## src/sbpp_pkg.sv

```systemverilog
// ----------------------------------------------------------------------------
// sbpp_pkg
// Shared widths, codes, the CORDIC angle table and saturation helper for the
// spectrum bin post-processor.
// ----------------------------------------------------------------------------
package sbpp_pkg;

  localparam int MAX_ORDER    = 11;
  localparam int DATA_BITS    = 24;
  localparam int PHASE_BITS   = 16;

  localparam int CORDIC_STEPS = 30;
  localparam int STEP_W       = $clog2(CORDIC_STEPS);
  localparam int ANGLE_W      = 30;
  localparam int PRE_SHIFT    = 24;
  localparam int X_W          = DATA_BITS + PRE_SHIFT + 3;
  localparam int Z_W          = 34;
  localparam int ANGLE_FRAC   = 32;

  localparam int SQ_W         = 2 * DATA_BITS;
  localparam int MAG_W        = DATA_BITS + 1;

  localparam int VAL_W        = 32;
  localparam int SUM_W        = VAL_W + 2;
  localparam int CNT_W        = MAX_ORDER;
  localparam int SIZE_W       = MAX_ORDER + 1;
  localparam int ORD_W        = 4;
  localparam int BIN_NUM_W    = 11;

  localparam int CFG_IDX_W    = 1;
  localparam int CFG_DATA_W   = 4;

  localparam logic [CFG_IDX_W-1:0] REG_OUTPUT_MODE = 1'd0;
  localparam logic [CFG_IDX_W-1:0] REG_SIZE_ORDER  = 1'd1;

  localparam logic [ORD_W-1:0] ORDER_MIN   = ORD_W'(1);
  localparam logic [ORD_W-1:0] ORDER_MAX   = ORD_W'(MAX_ORDER);
  localparam logic [ORD_W-1:0] ORDER_RESET = ORD_W'(11);

  localparam logic signed [SUM_W-1:0] SAT_HI =
    {{(SUM_W-VAL_W+1){1'b0}}, {(VAL_W-1){1'b1}}};
  localparam logic signed [SUM_W-1:0] SAT_LO =
    {{(SUM_W-VAL_W+1){1'b1}}, {(VAL_W-1){1'b0}}};

  typedef enum logic [1:0] {
    MODE_MAG         = 2'd0,
    MODE_PHASE       = 2'd1,
    MODE_DIFF        = 2'd2,
    MODE_UNWRAP_DIFF = 2'd3
  } mode_t;

  // Measurements handed from the front to the back.
  typedef struct packed {
    logic [PHASE_BITS-1:0] raw;
    logic [MAG_W-1:0]      mag;
  } bin_meas_t;

  // atan(2^-i) in units of 2^-32 turn.
  function automatic logic [ANGLE_W-1:0] cordic_angle(input logic [STEP_W-1:0] i);
    logic [ANGLE_W-1:0] a;
    unique case (i)
      5'd0:    a = 30'h20000000;
      5'd1:    a = 30'h12E4051E;
      5'd2:    a = 30'h09FB385B;
      5'd3:    a = 30'h051111D4;
      5'd4:    a = 30'h028B0D43;
      5'd5:    a = 30'h0145D7E1;
      5'd6:    a = 30'h00A2F61E;
      5'd7:    a = 30'h00517C55;
      5'd8:    a = 30'h0028BE53;
      5'd9:    a = 30'h00145F2F;
      5'd10:   a = 30'h000A2F98;
      5'd11:   a = 30'h000517CC;
      5'd12:   a = 30'h00028BE6;
      5'd13:   a = 30'h000145F3;
      5'd14:   a = 30'h0000A2FA;
      5'd15:   a = 30'h0000517D;
      5'd16:   a = 30'h000028BE;
      5'd17:   a = 30'h0000145F;
      5'd18:   a = 30'h00000A30;
      5'd19:   a = 30'h00000518;
      5'd20:   a = 30'h0000028C;
      5'd21:   a = 30'h00000146;
      5'd22:   a = 30'h000000A3;
      5'd23:   a = 30'h00000051;
      5'd24:   a = 30'h00000029;
      5'd25:   a = 30'h00000014;
      5'd26:   a = 30'h0000000A;
      5'd27:   a = 30'h00000005;
      5'd28:   a = 30'h00000003;
      5'd29:   a = 30'h00000001;
      default: a = '0;
    endcase
    return a;
  endfunction

  function automatic logic signed [VAL_W-1:0] sat_val(input logic signed [SUM_W-1:0] v);
    logic signed [VAL_W-1:0] r;
    if (v > SAT_HI) begin
      r = SAT_HI[VAL_W-1:0];
    end else if (v < SAT_LO) begin
      r = SAT_LO[VAL_W-1:0];
    end else begin
      r = v[VAL_W-1:0];
    end
    return r;
  endfunction

endpackage

```

## src/sbpp_in_if.sv

```systemverilog
// ----------------------------------------------------------------------------
// sbpp_in_if
// Input bin channel: one complex bin per beat.
// ----------------------------------------------------------------------------
interface sbpp_in_if import sbpp_pkg::*; ();
  logic                        valid;
  logic                        ready;
  logic signed [DATA_BITS-1:0] bin_real;
  logic signed [DATA_BITS-1:0] bin_imag;

  modport source (output valid, output bin_real, output bin_imag, input ready);
  modport sink   (input valid, input bin_real, input bin_imag, output ready);
endinterface

```

## src/sbpp_front.sv

```systemverilog
// ----------------------------------------------------------------------------
// sbpp_front
// Accepts a bin, runs an iterative CORDIC for the phase and an iterative
// square root for the magnitude, and pushes both into the queue.
// ----------------------------------------------------------------------------
module sbpp_front import sbpp_pkg::*; (
  input  logic         clk,
  input  logic         rst_n,
  sbpp_in_if.sink      in_ch,
  output logic         q_push,
  output bin_meas_t    q_data,
  input  logic         q_full
);

  typedef enum logic [3:0] {
    F_IDLE = 4'b0001,
    F_PREP = 4'b0010,
    F_RUN  = 4'b0100,
    F_DONE = 4'b1000
  } front_state_t;

  localparam logic signed [Z_W-1:0] Z_QUARTER = Z_W'(2**30);
  localparam logic signed [Z_W-1:0] Z_ROUND   = Z_W'(2**(ANGLE_FRAC-PHASE_BITS-1));
  localparam logic [SQ_W-1:0]       BIT_START = SQ_W'(1) << (SQ_W - 2);
  localparam logic [PHASE_BITS-1:0] PHASE_NEG_PI = {1'b1, {(PHASE_BITS-1){1'b0}}};

  front_state_t                state_r, state_nxt;
  logic signed [DATA_BITS-1:0] re_r, re_nxt, im_r, im_nxt;
  logic [SQ_W-1:0]             sq_re_r, sq_re_nxt, sq_im_r, sq_im_nxt;
  logic signed [X_W-1:0]       x_r, x_nxt, y_r, y_nxt;
  logic signed [Z_W-1:0]       z_r, z_nxt;
  logic [STEP_W-1:0]           step_r, step_nxt;
  logic [SQ_W-1:0]             rem_r, rem_nxt, root_r, root_nxt, bit_r, bit_nxt;
  logic                        axis_r, axis_nxt, axis_neg_r, axis_neg_nxt;

  logic signed [X_W-1:0]       xs, ys, dx, dy;
  logic signed [Z_W-1:0]       ang, zsum;
  logic [SQ_W-1:0]             trial;

  assign in_ch.ready = (state_r == F_IDLE);

  always_comb begin
    xs    = X_W'(re_r) <<< PRE_SHIFT;
    ys    = X_W'(im_r) <<< PRE_SHIFT;
    dx    = y_r >>> step_r;
    dy    = x_r >>> step_r;
    ang   = Z_W'(cordic_angle(step_r));
    trial = root_r + bit_r;
    zsum  = z_r + Z_ROUND;
  end

  always_comb begin
    state_nxt    = state_r;
    re_nxt       = re_r;
    im_nxt       = im_r;
    sq_re_nxt    = sq_re_r;
    sq_im_nxt    = sq_im_r;
    x_nxt        = x_r;
    y_nxt        = y_r;
    z_nxt        = z_r;
    step_nxt     = step_r;
    rem_nxt      = rem_r;
    root_nxt     = root_r;
    bit_nxt      = bit_r;
    axis_nxt     = axis_r;
    axis_neg_nxt = axis_neg_r;
    q_push       = 1'b0;
    unique case (state_r)
      F_IDLE: begin
        if (in_ch.valid) begin
          re_nxt    = in_ch.bin_real;
          im_nxt    = in_ch.bin_imag;
          sq_re_nxt = in_ch.bin_real * in_ch.bin_real;
          sq_im_nxt = in_ch.bin_imag * in_ch.bin_imag;
          state_nxt = F_PREP;
        end
      end
      F_PREP: begin
        // Rotate the left half plane by a quarter turn.
        if (re_r < 0) begin
          if (im_r > 0) begin
            x_nxt = ys;
            y_nxt = -xs;
            z_nxt = Z_QUARTER;
          end else begin
            x_nxt = -ys;
            y_nxt = xs;
            z_nxt = -Z_QUARTER;
          end
        end else begin
          x_nxt = xs;
          y_nxt = ys;
          z_nxt = '0;
        end
        axis_nxt     = (im_r == '0);
        axis_neg_nxt = (re_r < 0);
        rem_nxt      = sq_re_r + sq_im_r;
        root_nxt     = '0;
        bit_nxt      = BIT_START;
        step_nxt     = '0;
        state_nxt    = F_RUN;
      end
      F_RUN: begin
        if (y_r > 0) begin
          x_nxt = x_r + dx;
          y_nxt = y_r - dy;
          z_nxt = z_r + ang;
        end else begin
          x_nxt = x_r - dx;
          y_nxt = y_r + dy;
          z_nxt = z_r - ang;
        end
        if (bit_r != '0) begin
          if (rem_r >= trial) begin
            rem_nxt  = rem_r - trial;
            root_nxt = (root_r >> 1) + bit_r;
          end else begin
            root_nxt = root_r >> 1;
          end
          bit_nxt = bit_r >> 2;
        end
        if (step_r == STEP_W'(CORDIC_STEPS - 1)) begin
          state_nxt = F_DONE;
        end else begin
          step_nxt = step_r + STEP_W'(1);
        end
      end
      F_DONE: begin
        q_push = !q_full;
        if (!q_full) begin
          state_nxt = F_IDLE;
        end
      end
      default: state_nxt = F_IDLE;
    endcase
  end

  always_comb begin
    if (axis_r) begin
      q_data.raw = axis_neg_r ? PHASE_NEG_PI : '0;
    end else begin
      q_data.raw = zsum[ANGLE_FRAC-1 -: PHASE_BITS];
    end
    q_data.mag = MAG_W'(root_r) + MAG_W'(rem_r > root_r);
  end

  always_ff @(posedge clk) begin
    if (!rst_n) begin
      state_r <= F_IDLE;
    end else begin
      state_r <= state_nxt;
    end
  end

  always_ff @(posedge clk) begin
    re_r       <= re_nxt;
    im_r       <= im_nxt;
    sq_re_r    <= sq_re_nxt;
    sq_im_r    <= sq_im_nxt;
    x_r        <= x_nxt;
    y_r        <= y_nxt;
    z_r        <= z_nxt;
    step_r     <= step_nxt;
    rem_r      <= rem_nxt;
    root_r     <= root_nxt;
    bit_r      <= bit_nxt;
    axis_r     <= axis_nxt;
    axis_neg_r <= axis_neg_nxt;
  end

endmodule

```

## src/flat_wrapper.sv

```systemverilog
// flat-port wrapper written by rule: the top's interface ports become plain ports
module sbpp_front_flat import sbpp_pkg::*;
  (clk, rst_n, q_push, q_data, q_full, in_ch_valid, in_ch_bin_real, in_ch_bin_imag, in_ch_ready);
  sbpp_in_if in_ch_i ();
  input  logic clk;
  input  logic rst_n;
  output logic q_push;
  output bin_meas_t q_data;
  input  logic q_full;
  input wire logic [$bits(in_ch_i.valid)-1:0] in_ch_valid;
  input wire logic [$bits(in_ch_i.bin_real)-1:0] in_ch_bin_real;
  input wire logic [$bits(in_ch_i.bin_imag)-1:0] in_ch_bin_imag;
  output wire logic [$bits(in_ch_i.ready)-1:0] in_ch_ready;
  assign in_ch_i.valid = in_ch_valid;
  assign in_ch_i.bin_real = in_ch_bin_real;
  assign in_ch_i.bin_imag = in_ch_bin_imag;
  assign in_ch_ready = in_ch_i.ready;
  sbpp_front u_core (.clk(clk), .rst_n(rst_n), .in_ch(in_ch_i), .q_push(q_push), .q_data(q_data), .q_full(q_full));
endmodule
```

## config.mk

```make
export PLATFORM = sky130hd
export DESIGN_NAME = sbpp_front_flat
export DESIGN_NICKNAME = d
export VERILOG_FILES = /design/src/sbpp_pkg.sv /design/src/sbpp_in_if.sv /design/src/sbpp_front.sv /design/src/flat_wrapper.sv
export SDC_FILE = /design/constraint.sdc
export NUM_CORES = 2
export LEC_CHECK = 0
export BUFFER_PORTS_ARGS = -buffer_cell sky130_fd_sc_hd__buf_2
export CORE_MARGIN = 2
export CORE_UTILIZATION = 35
export CTS_CLUSTER_DIAMETER = 50
export CTS_CLUSTER_SIZE = 25
export DETAILED_ROUTE_END_ITERATION = 10
export GPL_TIMING_DRIVEN = 0
export PLACE_DENSITY = 0.59
export RECOVER_POWER = 50
export SLEW_MARGIN = 20
export SYNTH_ARGS = -nofsm -noshare
export SYNTH_HDL_FRONTEND = slang
export SYNTH_SLANG_ARGS = --single-unit
```

## constraint.sdc

```tcl
create_clock -name clk -period 12.5 [get_ports clk]
set_input_delay 2.5 -clock clk [delete_from_list [all_inputs] [get_ports clk]]
set_output_delay 2.5 -clock clk [all_outputs]
set_load 0.02 [all_outputs]
```

==> results.md <==
* CTS Sinks at 435
* Setup CP Type: in -> reg
* Multi-input gate area at between 60000 and 70000 um^2
* CP endpoint kind: flop
* CTS Buf Count at 80
* Vias in the first global route at slightly below 70k
* Post-CTS Repair Setup Buffers at 0
* Detail Route Antenna Nets at 0
* Worst clock skew at 75.6 ps
* GR Layer Usage met3 at 0.0474
* Top-area cell type share of the netlist area at 0.278
* Cell repeated most along the worst path: fa_1
* Status: finished with violations
* Syn_area_per_cell at about 9 um^2
* Reg clk slew, reported paths at 60 ps
* Fin crit period at 11350 ps
* #FFs+latches synth at 435
* Die width at 484 um
* Post-cts resize count at 0
* Slowest cell on the critical path: o41ai_1
* Post-synthesis instance total at 8687
* Crit share post-route at 0.908
* Drt first pass iters at 8
* FMAX at a little under 90 MHz
* IO Pins at 95
* Crit path launch type: primary input
* DR iter-0 viols at 6188
* Max Buffers Root-to-Sink at 3
* First-pass GRT wire length at 435000 um
* Global route overflow at 0
* Worst Path Max Fanout at 10
* Gpl congestion at 1.04
* Post-synthesis sequential area ratio at 0.158
* Post-synth EDFFs at 401
* Crit path DAT at 11770 ps
* Hold buffers post-CTS at 0
* Syn. warnings at 0
* Die height at 484 um
* Initial antenna violation count at 26
* Delay-heaviest family, CP: adder cells
* Starting Density at 0.351
* Post-synth top flop: edfxtp_1
* Syn nets at 10.5k
* Hold Path Class: reg -> reg
* Clock root cell: clkbuf_16
* Levels on crit path at 28
* Vias at 66.8k
* Largest net degree at the start of global routing at 54
* Measured slew at the worst slew-check pin at about 3000 ps
* Count leader, synth: inv_1
* Syn Std Cell Area at roughly 81000 um^2
* Final non-filler cell total at between 10k and 15k
* Layout area overhead at 9.15%
* Setup TNS at 0 ps
* Fin. max-slew vios at 278
* Seq. cell area at approximately 13000 um^2
* Via/cell ratio at approximately 5.6
* CP peak stage delay at 860 ps
* Final setup vio count at 0
* Yosys top cell by area: fa_1
* DIE AREA at about 230000 um^2
* DRC viols at 0
* Failing checks: capacitance limit, slew limit
* Placed insts at 11.8k
* Ys async rst share at 0
* CTS H-tree depth at 3
* Dpl hpwl at 240000 um
* Area contributors post-synth: fa_1 28%, edfxtp_1 15%, ha_1 9.8%
* Met2 usage at 0.390
* Clock insertion delay at the later pin of the skew report at 750 ps
* Routed WL at 292000 um
* PortBufs at 94
* CTS tree: built
* Worst endpoint required time at 12920 ps
* Worst Hold Depth at 2
* Routed length per placed instance at 24.4 um
* Rel. slew slack at -1.03
* Share of post-route cells with drive strength above 1 at 0.0534
* Gr usage total at 0.247
* FILL cells at 23.0k
* Max-cap check violation count at 7
* Reg-to-reg slack, setup at 1610 ps
* Fin. Hold Viols at 0
* Yosys cell types at 108
* # rows at ~180
* Setup repair after global routing missed its margin: false
* Core Region at 229000 um^2
* Top Usage Layer GRT: met2
* Final nets at 10.7k
* Crit path buf inv count at 8
* Met1 usage at 0.327
* Top post-synthesis cells by count: 1465 x inv_1, 1116 x fa_1, 815 x nand2_1
* R2r worst-path depth at 29
==> final cells by class <==
class,count,share of cell area
diodes,11,0.000313
plain buffers,314,0.0167
clock buffers,83,0.0229
clock inverters,63,0.0102
inverters,1470,0.0628
multi-input cells,6468,0.692
flip-flops and latches,435,0.145
well taps,3026,0.0431
repair buffers,111,0.00686
==> kinds of logic after synthesis <==
group | synth area share
AND/OR/NAND/NOR | 0.130
buffers and inverters | 0.0866
adder cells (fa/ha/maj) | 0.375
AO/OA/AOI/OAI | 0.133
XOR/XNOR | 0.0648
flip-flops | 0.158
multiplexers | 0.0516
==> sequential cells by signal (all words and copies together) (netlist names) <==
signal	count
u_core.x_r	51
u_core.y_r	51
u_core.rem_r	48
u_core.root_r	48
u_core.sq_im_r	47
u_core.sq_re_r	47
u_core.z_r	32
u_core.ang	30
u_core.bit_r	24
u_core.im_r	23
u_core.re_r	23
u_core.step_r	5
u_core.state_r	4
u_core.axis_neg_r	1
u_core.axis_r	1
==> through the flow <==
stage | hold slack [ps] | worst slack (ps) | area, um^2 | utilization
2_1_floorplan | 488 | 2860 | 80500 | -
3_3_place_gp | 565 | 1030 | 84800 | 0.370
3_5_place_dp | 575 | 956 | 85300 | 0.372
4_1_cts | 588 | 1670 | 88200 | 0.385
5_1_grt | 659 | 731 | 87900 | 0.383
6_report | 591 | 1150 | 87900 | 0.383
==> layer usage <==
| metal | share of wire | wire length [um] |
|---|---|---|
| met3 | 0.085 | 24900 |
| met2 | 0.45 | 131000 |
| met1 | 0.41 | 121000 |
| met4 | 0.051 | 15000 |
| met5 | 0.00035 | 101 |
==> worst min-delay path: stages, from the launching register on <==
cell and delay, ps:
dfxtp_1 390, o32ai_1 100, nand3_1 70
==> final timing paths <==
| path | start | endpoint |
|---|---|---|
| hold / removal | u_core.state_r[3] | u_core.state_r[0] |
| setup reg to reg | u_core.step_r[3] | u_core.y_r[48] |
| setup / recovery | in_ch_bin_real[20] | u_core.sq_re_r[46] |
| hold reg to reg | u_core.state_r[3] | u_core.state_r[0] |
==> placed cells by master (no fill, tap or decap), types with 207 or more instances in the layout <==
master / instances
inv_1: 1465
fa_1: 1116
nand2_1: 815
ha_1: 630
nor2_1: 509
a21oi_1: 440
edfxtp_1: 401
o21ai_0: 360
xnor2_1: 359
clkbuf_1: 294
xor2_1: 237
and2_1: 229
a21o_1: 207
Power is not shown: default switching activity piles up to over one toggle a cycle in this logic, so the estimate is an artifact.
