### src/sbpp_pkg.sv
// ----------------------------------------------------------------------------
// sbpp_pkg
// Shared widths, codes, the CORDIC angle table and saturation helper for the
// spectrum bin post-processor.
// ----------------------------------------------------------------------------
package sbpp_pkg;

  localparam int MAX_ORDER    = 11;
  localparam int DATA_BITS    = 24;
  localparam int PHASE_BITS   = 16;

  localparam int CORDIC_STEPS = 30;
  localparam int STEP_W       = $clog2(CORDIC_STEPS);
  localparam int ANGLE_W      = 30;
  localparam int PRE_SHIFT    = 24;
  localparam int X_W          = DATA_BITS + PRE_SHIFT + 3;
  localparam int Z_W          = 34;
  localparam int ANGLE_FRAC   = 32;

  localparam int SQ_W         = 2 * DATA_BITS;
  localparam int MAG_W        = DATA_BITS + 1;

  localparam int VAL_W        = 32;
  localparam int SUM_W        = VAL_W + 2;
  localparam int CNT_W        = MAX_ORDER;
  localparam int SIZE_W       = MAX_ORDER + 1;
  localparam int ORD_W        = 4;
  localparam int BIN_NUM_W    = 11;

  localparam int CFG_IDX_W    = 1;
  localparam int CFG_DATA_W   = 4;

  localparam logic [CFG_IDX_W-1:0] REG_OUTPUT_MODE = 1'd0;
  localparam logic [CFG_IDX_W-1:0] REG_SIZE_ORDER  = 1'd1;

  localparam logic [ORD_W-1:0] ORDER_MIN   = ORD_W'(1);
  localparam logic [ORD_W-1:0] ORDER_MAX   = ORD_W'(MAX_ORDER);
  localparam logic [ORD_W-1:0] ORDER_RESET = ORD_W'(11);

  localparam logic signed [SUM_W-1:0] SAT_HI =
    {{(SUM_W-VAL_W+1){1'b0}}, {(VAL_W-1){1'b1}}};
  localparam logic signed [SUM_W-1:0] SAT_LO =
    {{(SUM_W-VAL_W+1){1'b1}}, {(VAL_W-1){1'b0}}};

  typedef enum logic [1:0] {
    MODE_MAG         = 2'd0,
    MODE_PHASE       = 2'd1,
    MODE_DIFF        = 2'd2,
    MODE_UNWRAP_DIFF = 2'd3
  } mode_t;

  // Measurements handed from the front to the back.
  typedef struct packed {
    logic [PHASE_BITS-1:0] raw;
    logic [MAG_W-1:0]      mag;
  } bin_meas_t;

  // atan(2^-i) in units of 2^-32 turn.
  function automatic logic [ANGLE_W-1:0] cordic_angle(input logic [STEP_W-1:0] i);
    logic [ANGLE_W-1:0] a;
    unique case (i)
      5'd0:    a = 30'h20000000;
      5'd1:    a = 30'h12E4051E;
      5'd2:    a = 30'h09FB385B;
      5'd3:    a = 30'h051111D4;
      5'd4:    a = 30'h028B0D43;
      5'd5:    a = 30'h0145D7E1;
      5'd6:    a = 30'h00A2F61E;
      5'd7:    a = 30'h00517C55;
      5'd8:    a = 30'h0028BE53;
      5'd9:    a = 30'h00145F2F;
      5'd10:   a = 30'h000A2F98;
      5'd11:   a = 30'h000517CC;
      5'd12:   a = 30'h00028BE6;
      5'd13:   a = 30'h000145F3;
      5'd14:   a = 30'h0000A2FA;
      5'd15:   a = 30'h0000517D;
      5'd16:   a = 30'h000028BE;
      5'd17:   a = 30'h0000145F;
      5'd18:   a = 30'h00000A30;
      5'd19:   a = 30'h00000518;
      5'd20:   a = 30'h0000028C;
      5'd21:   a = 30'h00000146;
      5'd22:   a = 30'h000000A3;
      5'd23:   a = 30'h00000051;
      5'd24:   a = 30'h00000029;
      5'd25:   a = 30'h00000014;
      5'd26:   a = 30'h0000000A;
      5'd27:   a = 30'h00000005;
      5'd28:   a = 30'h00000003;
      5'd29:   a = 30'h00000001;
      default: a = '0;
    endcase
    return a;
  endfunction

  function automatic logic signed [VAL_W-1:0] sat_val(input logic signed [SUM_W-1:0] v);
    logic signed [VAL_W-1:0] r;
    if (v > SAT_HI) begin
      r = SAT_HI[VAL_W-1:0];
    end else if (v < SAT_LO) begin
      r = SAT_LO[VAL_W-1:0];
    end else begin
      r = v[VAL_W-1:0];
    end
    return r;
  endfunction

endpackage

### src/sbpp_queue.sv
// ----------------------------------------------------------------------------
// sbpp_queue
// Two-entry queue of bin measurements between the front and the back.
// ----------------------------------------------------------------------------
module sbpp_queue import sbpp_pkg::*; (
  input  logic      clk,
  input  logic      rst_n,
  input  logic      push,
  input  bin_meas_t push_data,
  output logic      full,
  input  logic      pop,
  output bin_meas_t pop_data,
  output logic      empty
);

  bin_meas_t  mem_r [2];
  logic       wr_ptr_r, wr_ptr_nxt, rd_ptr_r, rd_ptr_nxt;
  logic [1:0] count_r, count_nxt;

  assign full     = (count_r == 2'd2);
  assign empty    = (count_r == 2'd0);
  assign pop_data = mem_r[rd_ptr_r];

  always_comb begin
    wr_ptr_nxt = wr_ptr_r ^ push;
    rd_ptr_nxt = rd_ptr_r ^ pop;
    count_nxt  = count_r + 2'(push) - 2'(pop);
  end

  always_ff @(posedge clk) begin
    if (!rst_n) begin
      wr_ptr_r <= 1'b0;
      rd_ptr_r <= 1'b0;
      count_r  <= 2'd0;
    end else begin
      wr_ptr_r <= wr_ptr_nxt;
      rd_ptr_r <= rd_ptr_nxt;
      count_r  <= count_nxt;
    end
  end

  always_ff @(posedge clk) begin
    if (push) begin
      mem_r[wr_ptr_r] <= push_data;
    end
  end

endmodule

### config.mk
export PLATFORM = sky130hd
export DESIGN_NAME = sbpp_queue
export DESIGN_NICKNAME = d
export VERILOG_FILES = /design/src/sbpp_pkg.sv /design/src/sbpp_queue.sv
export SDC_FILE = /design/constraint.sdc
export NUM_CORES = 1
export LEC_CHECK = 0
export BUFFER_PORTS_ARGS = -buffer_cell sky130_fd_sc_hd__buf_4
export CAP_MARGIN = 20
export CELL_PAD_IN_SITES_DETAIL_PLACEMENT = 2
export CELL_PAD_IN_SITES_GLOBAL_PLACEMENT = 2
export CORE_ASPECT_RATIO = 0.6
export CORE_MARGIN = 5
export CORE_UTILIZATION = 41
export CTS_CLUSTER_DIAMETER = 40
export DETAILED_ROUTE_END_ITERATION = 6
export GPL_ROUTABILITY_DRIVEN = 1
export PLACE_DENSITY_LB_ADDON = 0.1
export SYNTH_ARGS = -nofsm -noshare
export SYNTH_HDL_FRONTEND = slang
export SYNTH_SLANG_ARGS = --single-unit
### constraint.sdc
create_clock -name clk -period 4.4 [get_ports clk]
set_input_delay 0.44 -clock clk [delete_from_list [all_inputs] [get_ports clk]]
set_output_delay 0.44 -clock clk [all_outputs]
set_load 0.01 [all_outputs]
==> run metrics, run 1 <==
utilization after layout=55.3%; Finish-stage setup viols=0; Slew HR=30.8%; Clock Tree Buf Depth=2; Ys Warns=0; worst-margin pin slew=1.04 ns; summed area of non-filler cells in the final layout=4410 um^2; min-delay worst type=primary input to flip-flop; leading post-synthesis cells by cell area=sky130_fd_sc_hd__edfxtp_1 72%, sky130_fd_sc_hd__mux2_4 18%, sky130_fd_sc_hd__dfxtp_1 2.9%; Total Wirelength=7.72 mm; Top Family by Delay on Critical Path=flip-flops; clock tree from TritonCTS=built; number of iterations in the first detailed-routing pass=4; per-cell routed wire length=21.6 um; total track usage=15.9%; Worst Setup End Kind=primary output; post-synthesis compound-gate area fraction=0%; total number of placement rows=25; fin crit share=59.2%; total I/O pin count=88; power consumption=1.99 mW; WHS=0.292 ns; clock buffers created by TritonCTS=9; xor-xnor portion of the synthesized cell area=0.920%; min Tclk post-route=2.60 ns; DR vias=1693; highest-count cells in the layout ignoring fill and taps=88 x sky130_fd_sc_hd__buf_4, 82 x sky130_fd_sc_hd__edfxtp_1, 40 x sky130_fd_sc_hd__mux2_4; average instance area after synthesis=22.8 um^2; result of the run=complete, no violations; Post-CTS Repair Setup Buffers=0; master of the slowest instance on the critical path=sky130_fd_sc_hd__dfxtp_2; share of post-route cells with drive strength above 1=58.2%; clock transition at the register clock pins on the worst setup and hold paths after CTS=0.06 ns; Yosys top cell by area=sky130_fd_sc_hd__edfxtp_1; Die X=128 um; post-synth top area share=72.4%; hold_buf cts=0; height of the chip=80.5 um; startpoint class of the critical path=flip-flop; count of input and output buffers=87; final weighted congestion of routability-driven global placement=0.684; setup repair after global routing missed its margin=false; Setup TNS Final=0 ns; part of the Yosys area used for sequential elements=75.4%; worst path required time=3.96 ns; multiplexer share of the synthesized area=18.0%; # resized after CTS=0; net count of the mapped netlist=198; kind of critical path=flip-flop to primary output; Critical path buffers and inverters=2; maximum number of pins on one net before global-route repair=42; worst skew pair latency=0.33 ns; overall overflow remaining after global route=0; setup clock skew after layout=0.00350 ns; synth unique cells=13; number of antenna violations at the first check in global routing=0; mapped cell area=3400 um^2; first-iteration detailed-routing DRC count=60; power density relative to cell area=450 nW/um^2; net count reported at finish=293; combinational family with the most area after synthesis=multiplexers; die area=10300 um^2; most used cell, CP=sky130_fd_sc_hd__buf_4; critical-path cell list=buf_4 > mux2_2 > buf_4; Clock Sink Count=87; number of storage elements in the synthesis netlist=87; post-detailed-placement cell area=4110 um^2; antenna viol nets, final=0; Post-Place Worst Slack=2.12 ns; first-pass GRT wire length=11.6 mm; data arrival time of the critical path=2.16 ns; Fillers=708; CTS root buf=sky130_fd_sc_hd__clkbuf_16; placed wire-length estimate after detailed placement=5.20 mm; leading cell type in the layout, fill and taps excluded=sky130_fd_sc_hd__buf_4; via count of the first global-routing pass=1944; Crit Path Max Fanout=21; highest cell delay on the worst timing path=0.80 ns; leakage power of the design=1.76 nW; total of max-cap violations=0; minimum setup slack in the final design=1.80 ns; number of non-filler instances in the completed layout=357; number of remaining DRC errors=0; diodes inserted=0; CTS H-tree depth=3; highest attainable clock frequency=0.384 GHz; final hold violation count=0; adder and majority cell fraction of the synthesized area=1.47%; Starting Density=42.6%; worst-case vdd ir drop=0.242 mV; Area Overhead vs Synth=29.8%; cell count after synthesis=149; mean number of vias per cell=4.74; placeable core region=7980 um^2; Placed Instances=340; final max-slew violation count=0; Simple-Gate Fraction of Synth Area=1.21%
==> layout make-up <==
type	instances	area (um^2)	share of cell area (%)
multi-input combinational	54	739	16.8
clock buffer	15	278	6.30
sequential	87	2560	58.1
tap	108	135	3.06
clock inverter	1	3.75	0.0851
inverter	3	11.3	0.255
timing repair buffer	89	681	15.4
==> state kept, by name (all words and copies together) (netlist names), named ones only <==
name      cells
mem_r        82
count_r       2
rd_ptr_r      1
wr_ptr_r      1
==> final timing paths <==
check	to	cells after the start	slack [ns]	start
worst min-delay path	mem_r[1][30]	1	0.29	push_data[30]
worst max-delay path	pop_data[40]	3	1.80	flip-flop
worst max register to register	mem_r[0][18]	2	2.76	wr_ptr_r
worst min register to register	wr_ptr_r	3	0.62	wr_ptr_r
==> where the power goes <==
group	switching, mW	total [mW]	internal, mW
registers	0.0311	0.998	0.967
clock network	0.279	0.706	0.428
logic	0.117	0.283	0.165
==> per-layer routing <==
layer / GRT usage, % / share of wire, % / vias to the layer above / routed length [um]
li1: - / - / 760 / -
met1: 17.8 / 39 / 866 / 2980
met3: 6.78 / 7.8 / 5 / 600
met5: 0 / 0 / - / 0
met4: 5.78 / 1.3 / 0 / 104
met2: 27.2 / 52 / 62 / 4040
==> synthesized netlist by cell type (all sizes together) <==
library cell	count
ha	4
xnor3	1
nor2	1
inv	3
mux2	41
and2	3
xor2	1
dfxtp	5
nor2b	3
edfxtp	82
buf	5
==> cells by family after synthesis <==
group | after synthesis
xor gates and xnor gates | 2
and+or+nand+nor | 7
adders and majority gates | 4
buffers and inverters | 8
muxes | 41
DFF | 87
Power figures use the tool's default switching activity.
==> inputs of run 2 (changes only) <==
--- a/config.mk
+++ b/config.mk
@@ -11,7 +11,7 @@
 export CELL_PAD_IN_SITES_GLOBAL_PLACEMENT = 2
 export CORE_ASPECT_RATIO = 0.6
 export CORE_MARGIN = 5
-export CORE_UTILIZATION = 41
+export CORE_UTILIZATION = 38
 export CTS_CLUSTER_DIAMETER = 40
 export DETAILED_ROUTE_END_ITERATION = 6
 export GPL_ROUTABILITY_DRIVEN = 1
==> constraint.sdc (replaced) <==
create_clock -name clk -period 2.6 [get_ports clk]
set_input_delay 0.26 -clock clk [delete_from_list [all_inputs] [get_ports clk]]
set_output_delay 0.26 -clock clk [all_outputs]
set_load 0.01 [all_outputs]
==> run 2 against run 1 <==
Compared with the run above: worst hold slack worse by 0.18 ns; non-clock buffer count up 2; critical path type unchanged; register-to-register slack worse by 1.8 ns; combinational power up 72%; die area up 7.1%; final area up 0.71%; cell count up 1.7%; global-route usage down 1.8 points; critical path depth unchanged; via count down 0.59%.
==> run metrics, run 2 (synthesized netlist as in run 1, its figures left out) <==
total I/O pin count=88 (unchanged); kind of critical path=flip-flop to primary output; Total Wirelength=7.43 mm (-3.8%); # resized after CTS=0 (unchanged); fin crit share=78.4%; share of post-route cells with drive strength above 1=58.6% (+0.33 points); Post-CTS Repair Setup Buffers=0 (unchanged); Area Overhead vs Synth=30.7%; per-cell routed wire length=20.5 um (-5.3%); net count reported at finish=295 (+0.68%); largest registers in the final layout=mem_r (82), count_r (2); diodes inserted=0 (unchanged); final max-slew violation count=0 (unchanged); Clock Tree Buf Depth=2 (unchanged); Setup TNS Final=0 ns (unchanged); power density relative to cell area=761 nW/um^2 (+69%); Slew HR=61.5% (+31 points); worst skew pair latency=0.33 ns (about the same); worst-margin pin slew=0.577 ns (-0.461 ns); FF-to-FF path depth=3 (+1); antenna viol nets, final=0 (unchanged); highest attainable clock frequency=0.491 GHz; clock transition at the register clock pins on the worst setup and hold paths after CTS=0.06 ns (about the same); Starting Density=39.4% (-3.2 points); number of antenna violations at the first check in global routing=0 (unchanged); first-iteration detailed-routing DRC count=99 (+65%); Die X=132 um (+3.6%); flip-flop count of the largest register, all copies and words added=82 (unchanged); first-pass GRT wire length=11.8 mm (+1.1%); mean number of vias per cell=4.64 (-2.2%); min Tclk post-route=2.04 ns; worst-case vdd ir drop=0.398 mV (+64%); number of iterations in the first detailed-routing pass=4 (unchanged); DR vias=1683 (-0.59%); via count of the first global-routing pass=1998 (+2.8%); hold path depth=1 (unchanged); min-delay worst type=primary input to flip-flop; utilization after layout=51.5% (-3.8 points); Clock Sink Count=87 (unchanged); total of max-cap violations=0 (unchanged); leakage power of the design=1.77 nW (+0.87%); worst path required time=2.34 ns (-1.62 ns); hold_buf cts=0 (unchanged); total number of placement rows=26 (+4.0%); total track usage=14.0% (-1.8 points); startpoint class of the critical path=flip-flop; Finish-stage setup viols=0 (unchanged); highest-count cells in the layout ignoring fill and taps=89 x sky130_fd_sc_hd__buf_4, 82 x sky130_fd_sc_hd__edfxtp_1, 40 x sky130_fd_sc_hd__mux2_4; data arrival time of the critical path=1.78 ns (-0.38 ns); result of the run=complete, no violations; final weighted congestion of routability-driven global placement=0.738 (+7.9%); register name with the most flops=mem_r; placed wire-length estimate after detailed placement=5.52 mm (+6.2%); setup clock skew after layout=0.00336 ns (-0.000140 ns); maximum number of pins on one net before global-route repair=30 (-29%); leading cell type in the layout, fill and taps excluded=sky130_fd_sc_hd__buf_4; count of input and output buffers=87 (unchanged); clock buffers created by TritonCTS=9 (unchanged); height of the chip=83.3 um (+3.4%); placeable core region=8620 um^2 (+8.1%); CTS H-tree depth=3 (unchanged); CTS root buf=sky130_fd_sc_hd__clkbuf_16; final hold violation count=0 (unchanged); overall overflow remaining after global route=0 (unchanged); number of remaining DRC errors=0 (unchanged); Worst Setup End Kind=primary output; die area=11000 um^2 (+7.1%); Crit Path Max Fanout=15 (-29%); clock tree from TritonCTS=built; setup repair after global routing missed its margin=false
-- run 2: cell types whose count changed in the layout (fill, tap and decap cells not counted), sizes merged --
cell	before	now
bufinv	0	1
buf	89	91
clkinv	1	5
clkbuf	15	10
-- run 2: final timing paths --
check	startpoint	endpoint	slack (ns)
max reg2reg	wr_ptr_r	mem_r[0][12]	0.99
min	push_data[34]	mem_r[0][34]	0.12
max	flip-flop	pop_data[40]	0.56
min reg2reg	rd_ptr_r	flip-flop	0.59
-- run 2: per-layer routing --
metal | vias to the layer above | track usage (%) | share of wire (%)
li1 | 766 | - | -
met3 | 2 | 6.34 | 7.5
met5 | - | 0 | 0
met4 | 0 | 2.24 | 0.20
met1 | 854 | 16.6 | 42
met2 | 61 | 24.0 | 51
-- run 2: area by class of cell --
| type | count | area, um^2 |
|---|---|---|
| Clock buffer | 10 | 229 |
| Multi-Input combinational cell | 54 | 739 |
| Tap cell | 112 | 140 |
| Timing Repair Buffer | 91 | 708 |
| Sequential cell | 87 | 2560 |
| Inverter | 3 | 11.3 |
| Fill cell | 752 | 4180 |
| Clock inverter | 6 | 51.3 |
-- run 2: power breakdown --
| group | switching (mW) | internal [mW] | total (mW) |
|---|---|---|---|
| combinational | 0.201 | 0.287 | 0.488 |
| sequential | 0.0446 | 1.64 | 1.68 |
| clock | 0.481 | 0.731 | 1.21 |
-- run 2: per-stage QoR --
stage	power [mW]	instance area (um^2)	std cells	hold slack (ns)	setup WS, ns
4_1_cts	3.44	4440	363	0.100	0.518
3_3_place_gp	2.17	4160	347	0.445	0.928
5_1_grt	3.54	4440	363	0.0923	0.477
3_5_place_dp	2.21	4160	347	0.449	0.896
6_report	3.38	4440	363	0.116	0.562
2_1_floorplan	1.98	3400	149	0.359	0.828
-- run 2: critical path, cell delays in order (launching register included) --
cell and delay [ns]:
sky130_fd_sc_hd__dfxtp_2 0.70, sky130_fd_sc_hd__buf_12 0.25, sky130_fd_sc_hd__mux2_2 0.35, sky130_fd_sc_hd__buf_4 0.14
