<file path="config.mk">
export PLATFORM = sky130hd
export DESIGN_NAME = sbpp_back_flat
export DESIGN_NICKNAME = d
export VERILOG_FILES = /design/src/sbpp_pkg.sv /design/src/sbpp_out_if.sv /design/src/sbpp_back.sv /design/src/flat_wrapper.sv
export SDC_FILE = /design/constraint.sdc
export NUM_CORES = 1
export LEC_CHECK = 0
export BUFFER_PORTS_ARGS = -buffer_cell sky130_fd_sc_hd__buf_2
export CORE_MARGIN = 3
export CORE_UTILIZATION = 35
export CTS_BUF_LIST = sky130_fd_sc_hd__clkbuf_16
export DETAILED_ROUTE_END_ITERATION = 16
export GPL_TIMING_DRIVEN = 0
export PLACE_DENSITY = 0.62
export SKIP_LAST_GASP = 1
export SLEW_MARGIN = 40
export SYNTH_ARGS = -nofsm -noshare
export SYNTH_HDL_FRONTEND = slang
export SYNTH_SLANG_ARGS = --single-unit
export TNS_END_PERCENT = 50
</file>
<file path="constraint.sdc">
create_clock -name clk -period 13.6 [get_ports clk]
set_clock_uncertainty 0.1 [all_clocks]
set_input_delay 1.36 -clock clk [delete_from_list [all_inputs] [get_ports clk]]
set_output_delay 1.36 -clock clk [all_outputs]
set_load 0.005 [all_outputs]
</file>
<file path="src/sbpp_pkg.sv">
// ----------------------------------------------------------------------------
// sbpp_pkg
// Shared widths, codes, the CORDIC angle table and saturation helper for the
// spectrum bin post-processor.
// ----------------------------------------------------------------------------
package sbpp_pkg;

  localparam int MAX_ORDER    = 11;
  localparam int DATA_BITS    = 24;
  localparam int PHASE_BITS   = 16;

  localparam int CORDIC_STEPS = 30;
  localparam int STEP_W       = $clog2(CORDIC_STEPS);
  localparam int ANGLE_W      = 30;
  localparam int PRE_SHIFT    = 24;
  localparam int X_W          = DATA_BITS + PRE_SHIFT + 3;
  localparam int Z_W          = 34;
  localparam int ANGLE_FRAC   = 32;

  localparam int SQ_W         = 2 * DATA_BITS;
  localparam int MAG_W        = DATA_BITS + 1;

  localparam int VAL_W        = 32;
  localparam int SUM_W        = VAL_W + 2;
  localparam int CNT_W        = MAX_ORDER;
  localparam int SIZE_W       = MAX_ORDER + 1;
  localparam int ORD_W        = 4;
  localparam int BIN_NUM_W    = 11;

  localparam int CFG_IDX_W    = 1;
  localparam int CFG_DATA_W   = 4;

  localparam logic [CFG_IDX_W-1:0] REG_OUTPUT_MODE = 1'd0;
  localparam logic [CFG_IDX_W-1:0] REG_SIZE_ORDER  = 1'd1;

  localparam logic [ORD_W-1:0] ORDER_MIN   = ORD_W'(1);
  localparam logic [ORD_W-1:0] ORDER_MAX   = ORD_W'(MAX_ORDER);
  localparam logic [ORD_W-1:0] ORDER_RESET = ORD_W'(11);

  localparam logic signed [SUM_W-1:0] SAT_HI =
    {{(SUM_W-VAL_W+1){1'b0}}, {(VAL_W-1){1'b1}}};
  localparam logic signed [SUM_W-1:0] SAT_LO =
    {{(SUM_W-VAL_W+1){1'b1}}, {(VAL_W-1){1'b0}}};

  typedef enum logic [1:0] {
    MODE_MAG         = 2'd0,
    MODE_PHASE       = 2'd1,
    MODE_DIFF        = 2'd2,
    MODE_UNWRAP_DIFF = 2'd3
  } mode_t;

  // Measurements handed from the front to the back.
  typedef struct packed {
    logic [PHASE_BITS-1:0] raw;
    logic [MAG_W-1:0]      mag;
  } bin_meas_t;

  // atan(2^-i) in units of 2^-32 turn.
  function automatic logic [ANGLE_W-1:0] cordic_angle(input logic [STEP_W-1:0] i);
    logic [ANGLE_W-1:0] a;
    unique case (i)
      5'd0:    a = 30'h20000000;
      5'd1:    a = 30'h12E4051E;
      5'd2:    a = 30'h09FB385B;
      5'd3:    a = 30'h051111D4;
      5'd4:    a = 30'h028B0D43;
      5'd5:    a = 30'h0145D7E1;
      5'd6:    a = 30'h00A2F61E;
      5'd7:    a = 30'h00517C55;
      5'd8:    a = 30'h0028BE53;
      5'd9:    a = 30'h00145F2F;
      5'd10:   a = 30'h000A2F98;
      5'd11:   a = 30'h000517CC;
      5'd12:   a = 30'h00028BE6;
      5'd13:   a = 30'h000145F3;
      5'd14:   a = 30'h0000A2FA;
      5'd15:   a = 30'h0000517D;
      5'd16:   a = 30'h000028BE;
      5'd17:   a = 30'h0000145F;
      5'd18:   a = 30'h00000A30;
      5'd19:   a = 30'h00000518;
      5'd20:   a = 30'h0000028C;
      5'd21:   a = 30'h00000146;
      5'd22:   a = 30'h000000A3;
      5'd23:   a = 30'h00000051;
      5'd24:   a = 30'h00000029;
      5'd25:   a = 30'h00000014;
      5'd26:   a = 30'h0000000A;
      5'd27:   a = 30'h00000005;
      5'd28:   a = 30'h00000003;
      5'd29:   a = 30'h00000001;
      default: a = '0;
    endcase
    return a;
  endfunction

  function automatic logic signed [VAL_W-1:0] sat_val(input logic signed [SUM_W-1:0] v);
    logic signed [VAL_W-1:0] r;
    if (v > SAT_HI) begin
      r = SAT_HI[VAL_W-1:0];
    end else if (v < SAT_LO) begin
      r = SAT_LO[VAL_W-1:0];
    end else begin
      r = v[VAL_W-1:0];
    end
    return r;
  endfunction

endpackage

</file>
<file path="src/sbpp_out_if.sv">
// ----------------------------------------------------------------------------
// sbpp_out_if
// Result channel: one value per bin per beat.
// ----------------------------------------------------------------------------
interface sbpp_out_if import sbpp_pkg::*; ();
  logic                    valid;
  logic                    ready;
  logic signed [VAL_W-1:0] bin_value;
  logic [BIN_NUM_W-1:0]    bin_number;
  logic                    frame_end;

  modport source (output valid, output bin_value, output bin_number, output frame_end,
                  input ready);
  modport sink   (input valid, input bin_value, input bin_number, input frame_end,
                  output ready);
endinterface

</file>
<file path="src/sbpp_back.sv">
// ----------------------------------------------------------------------------
// sbpp_back
// Frame counter, phase unwrap, first difference and mode select; drives the
// registered result channel.
// ----------------------------------------------------------------------------
module sbpp_back import sbpp_pkg::*; (
  input  logic             clk,
  input  logic             rst_n,
  input  mode_t            mode,
  input  logic [ORD_W-1:0] size_order,
  input  bin_meas_t        q_data,
  input  logic             q_empty,
  output logic             q_pop,
  sbpp_out_if.source       out_ch
);

  localparam logic signed [PHASE_BITS:0] HALF_P = (PHASE_BITS+1)'(2**(PHASE_BITS-1));
  localparam logic signed [PHASE_BITS:0] HALF_N = -HALF_P;

  logic [CNT_W-1:0]           cnt_r, cnt_nxt;
  logic [PHASE_BITS-1:0]      prev_raw_r;
  logic signed [VAL_W-1:0]    corr_sum_r, corr_sum_nxt;
  logic signed [VAL_W-1:0]    prev_diff_r, prev_diff_nxt;
  logic                       out_valid_r;
  logic signed [VAL_W-1:0]    out_value_r, value_nxt;
  logic [BIN_NUM_W-1:0]       out_num_r;
  logic                       out_end_r;

  logic [ORD_W-1:0]           ord;
  logic [SIZE_W-1:0]          size, half_size;
  logic [CNT_W-1:0]           pos;
  logic                       last, in_half;
  logic signed [PHASE_BITS-1:0] raw;
  logic signed [PHASE_BITS:0] dp, dps;
  logic signed [PHASE_BITS+1:0] corr;
  logic signed [SUM_W-1:0]    sum_wide, uw_wide;
  logic signed [VAL_W-1:0]    uw_sat;

  assign q_pop = !q_empty && (!out_valid_r || out_ch.ready);

  assign out_ch.valid      = out_valid_r;
  assign out_ch.bin_value  = out_value_r;
  assign out_ch.bin_number = out_num_r;
  assign out_ch.frame_end  = out_end_r;

  // Frame position.
  always_comb begin
    if (size_order < ORDER_MIN) begin
      ord = ORDER_MIN;
    end else if (size_order > ORDER_MAX) begin
      ord = ORDER_MAX;
    end else begin
      ord = size_order;
    end
    size      = SIZE_W'(1) << ord;
    half_size = size >> 1;
    pos       = (SIZE_W'(cnt_r) >= size) ? '0 : cnt_r;
    last      = (SIZE_W'(pos) == size - SIZE_W'(1));
    cnt_nxt   = last ? '0 : pos + CNT_W'(1);
    in_half   = (pos != '0) && (SIZE_W'(pos) < half_size);
  end

  // Unwrap: wrap the jump, accumulate the correction when it reaches pi within the first half of the frame.
  always_comb begin
    raw = q_data.raw;
    dp  = (PHASE_BITS+1)'(raw) - (PHASE_BITS+1)'(signed'(prev_raw_r));
    dps = (PHASE_BITS+1)'(signed'(dp[PHASE_BITS-1:0]));
    if ((dps == HALF_N) && (dp > 0)) begin
      dps = HALF_P;
    end
    corr     = (PHASE_BITS+2)'(dps) - (PHASE_BITS+2)'(dp);
    sum_wide = SUM_W'(corr_sum_r) + SUM_W'(corr);
    if (pos == '0) begin
      corr_sum_nxt = '0;
    end else if (in_half && ((dp >= HALF_P) || (dp <= HALF_N))) begin
      corr_sum_nxt = sat_val(sum_wide);
    end else begin
      corr_sum_nxt = corr_sum_r;
    end
    uw_wide = SUM_W'(raw) + (in_half ? SUM_W'(corr_sum_nxt) : SUM_W'(0));
    uw_sat  = sat_val(uw_wide);
  end

  // Mode select; the difference memory moves only in the difference modes.
  always_comb begin
    prev_diff_nxt = prev_diff_r;
    unique case (mode)
      MODE_MAG: begin
        value_nxt = VAL_W'(q_data.mag);
      end
      MODE_PHASE: begin
        value_nxt = VAL_W'(raw);
      end
      MODE_DIFF: begin
        value_nxt     = sat_val(SUM_W'(raw) - SUM_W'(prev_diff_r));
        prev_diff_nxt = VAL_W'(raw);
      end
      MODE_UNWRAP_DIFF: begin
        value_nxt     = sat_val(SUM_W'(uw_sat) - SUM_W'(prev_diff_r));
        prev_diff_nxt = uw_sat;
      end
    endcase
  end

  always_ff @(posedge clk) begin
    if (!rst_n) begin
      cnt_r       <= '0;
      prev_raw_r  <= '0;
      corr_sum_r  <= '0;
      prev_diff_r <= '0;
      out_valid_r <= 1'b0;
    end else begin
      if (q_pop) begin
        cnt_r       <= cnt_nxt;
        prev_raw_r  <= q_data.raw;
        corr_sum_r  <= corr_sum_nxt;
        prev_diff_r <= prev_diff_nxt;
        out_valid_r <= 1'b1;
      end else if (out_ch.ready) begin
        out_valid_r <= 1'b0;
      end
    end
  end

  always_ff @(posedge clk) begin
    if (q_pop) begin
      out_value_r <= value_nxt;
      out_num_r   <= BIN_NUM_W'(pos);
      out_end_r   <= last;
    end
  end

endmodule

</file>
<file path="src/flat_wrapper.sv">
// flat-port wrapper written by rule: the top's interface ports become plain ports
module sbpp_back_flat import sbpp_pkg::*;
  (clk, rst_n, mode, size_order, q_data, q_empty, q_pop, out_ch_valid, out_ch_bin_value, out_ch_bin_number, out_ch_frame_end, out_ch_ready);
  sbpp_out_if out_ch_i ();
  input  logic clk;
  input  logic rst_n;
  input  mode_t mode;
  input  logic [ORD_W-1:0] size_order;
  input  bin_meas_t q_data;
  input  logic q_empty;
  output logic q_pop;
  output wire logic [$bits(out_ch_i.valid)-1:0] out_ch_valid;
  output wire logic [$bits(out_ch_i.bin_value)-1:0] out_ch_bin_value;
  output wire logic [$bits(out_ch_i.bin_number)-1:0] out_ch_bin_number;
  output wire logic [$bits(out_ch_i.frame_end)-1:0] out_ch_frame_end;
  input wire logic [$bits(out_ch_i.ready)-1:0] out_ch_ready;
  assign out_ch_valid = out_ch_i.valid;
  assign out_ch_bin_value = out_ch_i.bin_value;
  assign out_ch_bin_number = out_ch_i.bin_number;
  assign out_ch_frame_end = out_ch_i.frame_end;
  assign out_ch_i.ready = out_ch_ready;
  sbpp_back u_core (.clk(clk), .rst_n(rst_n), .mode(mode), .size_order(size_order), .q_data(q_data), .q_empty(q_empty), .q_pop(q_pop), .out_ch(out_ch_i));
endmodule
</file>
==> impl.org <==
** Logic synthesis
- Seq/Total Area, Yosys :: 0.1945
- The commonest cells after synthesis are 252 x sky130_fd_sc_hd__a21oi_1, 234 x sky130_fd_sc_hd__nand2_1, 185 x sky130_fd_sc_hd__ha_1, 150 x sky130_fd_sc_hd__nor2_1, 146 x sky130_fd_sc_hd__o21ai_0.
- Area share of the leading cell type in the synthesized netlist :: 0.1423
- Ranked by total cell area, the synthesized netlist is headed by sky130_fd_sc_hd__ha_1 14%, sky130_fd_sc_hd__dfxtp_1 11%, sky130_fd_sc_hd__edfxtp_1 8.1%, sky130_fd_sc_hd__a21oi_1 7.8%, sky130_fd_sc_hd__nand2_1 5.4%.
- Most frequent cell after synthesis :: sky130_fd_sc_hd__a21oi_1
- Post-synth top flop :: sky130_fd_sc_hd__dfxtp_1
- The synthesized netlist occupies a cell area of 16260 um^2.
- Async set-or-reset flop fraction in the synthesized netlist :: 0
- Unique masters post-synth :: 107
- Count of flip-flops with a built-in enable after synthesis :: 44
- Synthesis-stage register bit count :: 136
- Synthesis produced 2133 cells.
- In this run the mean area of a mapped cell was 7.625 um^2.
- The synthesized design spends more area on one cell type than any other, namely sky130_fd_sc_hd__ha_1.
- For this run, the number of Yosys warnings is 0.

** Timing
- Final number of max-transition violations :: 0
- Setup violations remaining at the end of the flow were counted as 0.
- The hold violation total from the final report was 0.
- Counting I/O delays and the setup requirement, the final critical path takes 13.06 ns.
- Maximum clock frequency :: 76.60 MHz
- The worst pin sits at a relative slew slack of 0.4651.
- Hold timing on the final database bottoms out at a slack of 0.3579 ns.
- Setup repair after global routing missed its margin :: no
- Dividing the final minimum period by the clock period gives 0.9600.
- Slew of the pin with the lowest slew margin :: 0.7969 ns

** Global routing
- The first global-routing pass estimated 83170 um of wire.
- Entering global routing, the biggest net connects 41 pins.
- In the global route stage, overall resource usage came out at 0.2068.
- Overall overflow remaining after global route :: 0
- The via count of the first global-routing pass is 15460.
- Antenna violations before repair :: 0

** Place
- The wire-length estimate of the detail-placed layout is 41840 um.
- Count of input and output buffers :: 93
- Weighted congestion reported at the end of routability-driven placement :: 0.9281

** Clock tree
- TritonCTS built the clock tree.
- The cell sitting at the root of the clock tree is a sky130_fd_sc_hd__clkbuf_16.
- Total number of clock tree sinks :: 136
- After clock tree synthesis, the clock-pin slew on the worst setup and hold paths is 0.07 ns.
- In this run the number of H-tree levels came out at 4.
- Clock latency on the worst-skew pair, taken at its later pin, is 0.46 ns.
- The clock passes through at most 2 buffers.
- The number of hold buffers added after CTS was 0.
- TritonCTS created 17 clock buffers.

** Layout
- Of the cells placed in the final design, the portion with a size suffix greater than 1 is 0.1166.
- The repair_antennas step left the layout with diodes totalling 0.
- Filler Cell Count :: 4761
- From synthesis to final layout, the design area changed by 13.38%.
- The final layout contains 2527 nets.

** Min path
- Type of the tightest min-delay check :: register to register

** Drt
- The final layout contains routed wiring with a total length of 52510 um.
- Number of remaining DRC errors :: 0
- The first detailed-routing pass took 5 iterations.
- ANT nets after route :: 0
- Via-per-instance ratio :: 5.675
- Wire per inst :: 18.22 um
- For this block, the initial DRC count from the detailed router was 1115.
- The routed layout has 16360 vias.

** Die
- Overall die height :: 221.6 um
- From left edge to right edge, the die measures 221.6 um.
- The initial utilization of the core area, before any placement, comes to 0.3561.
- Std-Cell Rows :: 78
- The die covers 49090 um^2.
- The total area inside the core boundary comes to 45670 um^2.
- 97 I/O pins were placed.

** Outcome
- Result of the run :: finished, final reports clean

** Worst setup path
- Data on the critical path is required at its endpoint by 13.68 ns.
- Setup slack on the worst reg-to-reg path comes out at 1.45 ns.
- Longest individual stage delay on the worst path :: 0.45 ns
- Along the worst path, the maximum fanout reaches 10.
- Worst EP arrival :: 13.13 ns
- Top cell by count, worst path :: sky130_fd_sc_hd__ha_1
- Worst setup SP type :: input port
- The critical path in this run is classified as input port to register.
- STA classifies the critical path endpoint as a register.
- CP max stage cell :: sky130_fd_sc_hd__fa_1

** Power
- VDD IR max :: 94.16 uV
- In this run the power density over the cells is 157.4 nW/um^2.
- Total power for the finished layout comes to 0.002903 W.
- Reported leakage power :: 7.675 nW

** Run
- Max-capacitance violation count :: 0
## final timing paths
check / to / cells after the start / from
hold / removal: u_core.prev_raw_r[11] / 2 / u_core.prev_raw_r[11]
setup / recovery: u_core.out_ch.bin_value[27] / 49 / q_data[25]
setup reg to reg: u_core.out_ch.bin_value[27] / 47 / u_core.prev_raw_r[0]
hold reg to reg: u_core.prev_raw_r[11] / 2 / u_core.prev_raw_r[11]
## logic make-up (layout without fill, tap and decap cells)
kind of cell / Yosys count / after routing / share of synthesized area
fa+ha+maj: 209 / 209 / 0.1701
other cells: 2 / 17 / 0.0004617
simple gates: 638 / 638 / 0.1880
compound gates: 788 / 788 / 0.3176
xor+xnor: 112 / 112 / 0.06147
flops: 136 / 136 / 0.1945
mux: 10 / 10 / 0.006462
buf+inv: 238 / 372 / 0.06147
## power by group
group	switching, W	internal (W)	total, W
Combinational	0.00117	0.000730	0.00190
Sequential	0.0000157	0.000462	0.000477
Clock	0.000201	0.000327	0.000528
Total	0.00138	0.00152	0.00290
## cell usage in the layout (no fill, tap or decap), types with 16 or more instances in the layout
cell type	instances
sky130_fd_sc_hd__edfxtp_1	44
sky130_fd_sc_hd__a31oi_1	33
sky130_fd_sc_hd__conb_1	17
sky130_fd_sc_hd__fa_1	21
sky130_fd_sc_hd__xnor2_1	74
sky130_fd_sc_hd__xor2_1	37
sky130_fd_sc_hd__o21ai_0	144
sky130_fd_sc_hd__nor3_1	32
sky130_fd_sc_hd__nor2_1	150
sky130_fd_sc_hd__nor2b_1	17
sky130_fd_sc_hd__o211ai_1	27
sky130_fd_sc_hd__nand2b_1	34
sky130_fd_sc_hd__buf_2	115
sky130_fd_sc_hd__a21oi_1	247
sky130_fd_sc_hd__and3_1	20
sky130_fd_sc_hd__o21a_1	22
sky130_fd_sc_hd__ha_1	184
sky130_fd_sc_hd__nand4_1	20
sky130_fd_sc_hd__nand3_1	44
sky130_fd_sc_hd__clkbuf_1	66
sky130_fd_sc_hd__nand2_1	234
sky130_fd_sc_hd__inv_1	126
sky130_fd_sc_hd__a211oi_1	33
sky130_fd_sc_hd__buf_4	16
sky130_fd_sc_hd__a221oi_1	16
sky130_fd_sc_hd__a21o_1	58
sky130_fd_sc_hd__dfxtp_1	92
sky130_fd_sc_hd__clkbuf_16	19
sky130_fd_sc_hd__o21bai_1	19
## timing repair
item,4_1_cts,5_1_grt
pin swaps,2,5
setup buffers,4,6
resized for setup,12,14
hold endpoints to repair,0,0
endpoints found under the setup margin,32,31
## flip-flops by register name (all words and copies together) (netlist names)
signal                    flops
u_core.corr_sum_r            32
u_core.prev_raw_r            16
u_core.prev_diff_r           32
u_core.out_ch.bin_value      32
u_core.out_ch.frame_end       1
u_core.cnt_r                 11
u_core.out_ch.bin_number     11
u_core.out_ch.valid           1
## critical path: cells and delay by family
kind / cells / cell delay, ns
compound gates: 27 / 6.20
fa+ha+maj: 7 / 2.47
xor+xnor: 1 / 0.41
simple gates: 7 / 1.44
buf+inv: 7 / 1.21
## metal layers
metal  global-route usage  vias to the layer above  routed length (um)
met5                    0                        -                   0
met4              0.07059                        0                1624
met3              0.02529                       93                2939
met2               0.3328                      512               23640
met1               0.2870                     7665               24300
li1                     -                     8086                   -
## area by class of cell
class / instances / area (um^2) / share of cell area
multi-input combinational: 1774 / 12290 / 0.6662
inverter: 126 / 476.7 / 0.02585
timing repair buffer: 105 / 593.1 / 0.03216
clock inverter: 12 / 172.7 / 0.009364
clock buffer: 19 / 475.5 / 0.02578
buffer: 110 / 523.0 / 0.02836
tap: 600 / 750.7 / 0.04071
sequential: 136 / 3163 / 0.1715
## through the flow
step | TNS (ns) | utilization | instances | area, um^2 | worst slack [ns]
2_1_floorplan | 0 | - | 2148 | 16320 | 0.4718
3_3_place_gp | -95.65 | 0.3840 | 2841 | 17540 | -3.363
3_5_place_dp | -40.87 | 0.3852 | 2843 | 17590 | -1.636
4_1_cts | 0 | 0.4013 | 2878 | 18330 | 0.006459
5_1_grt | 0 | 0.4037 | 2882 | 18440 | 0.02084
6_report | 0 | 0.4037 | 2882 | 18440 | 0.5444
(Power assumes the default switching activity.)
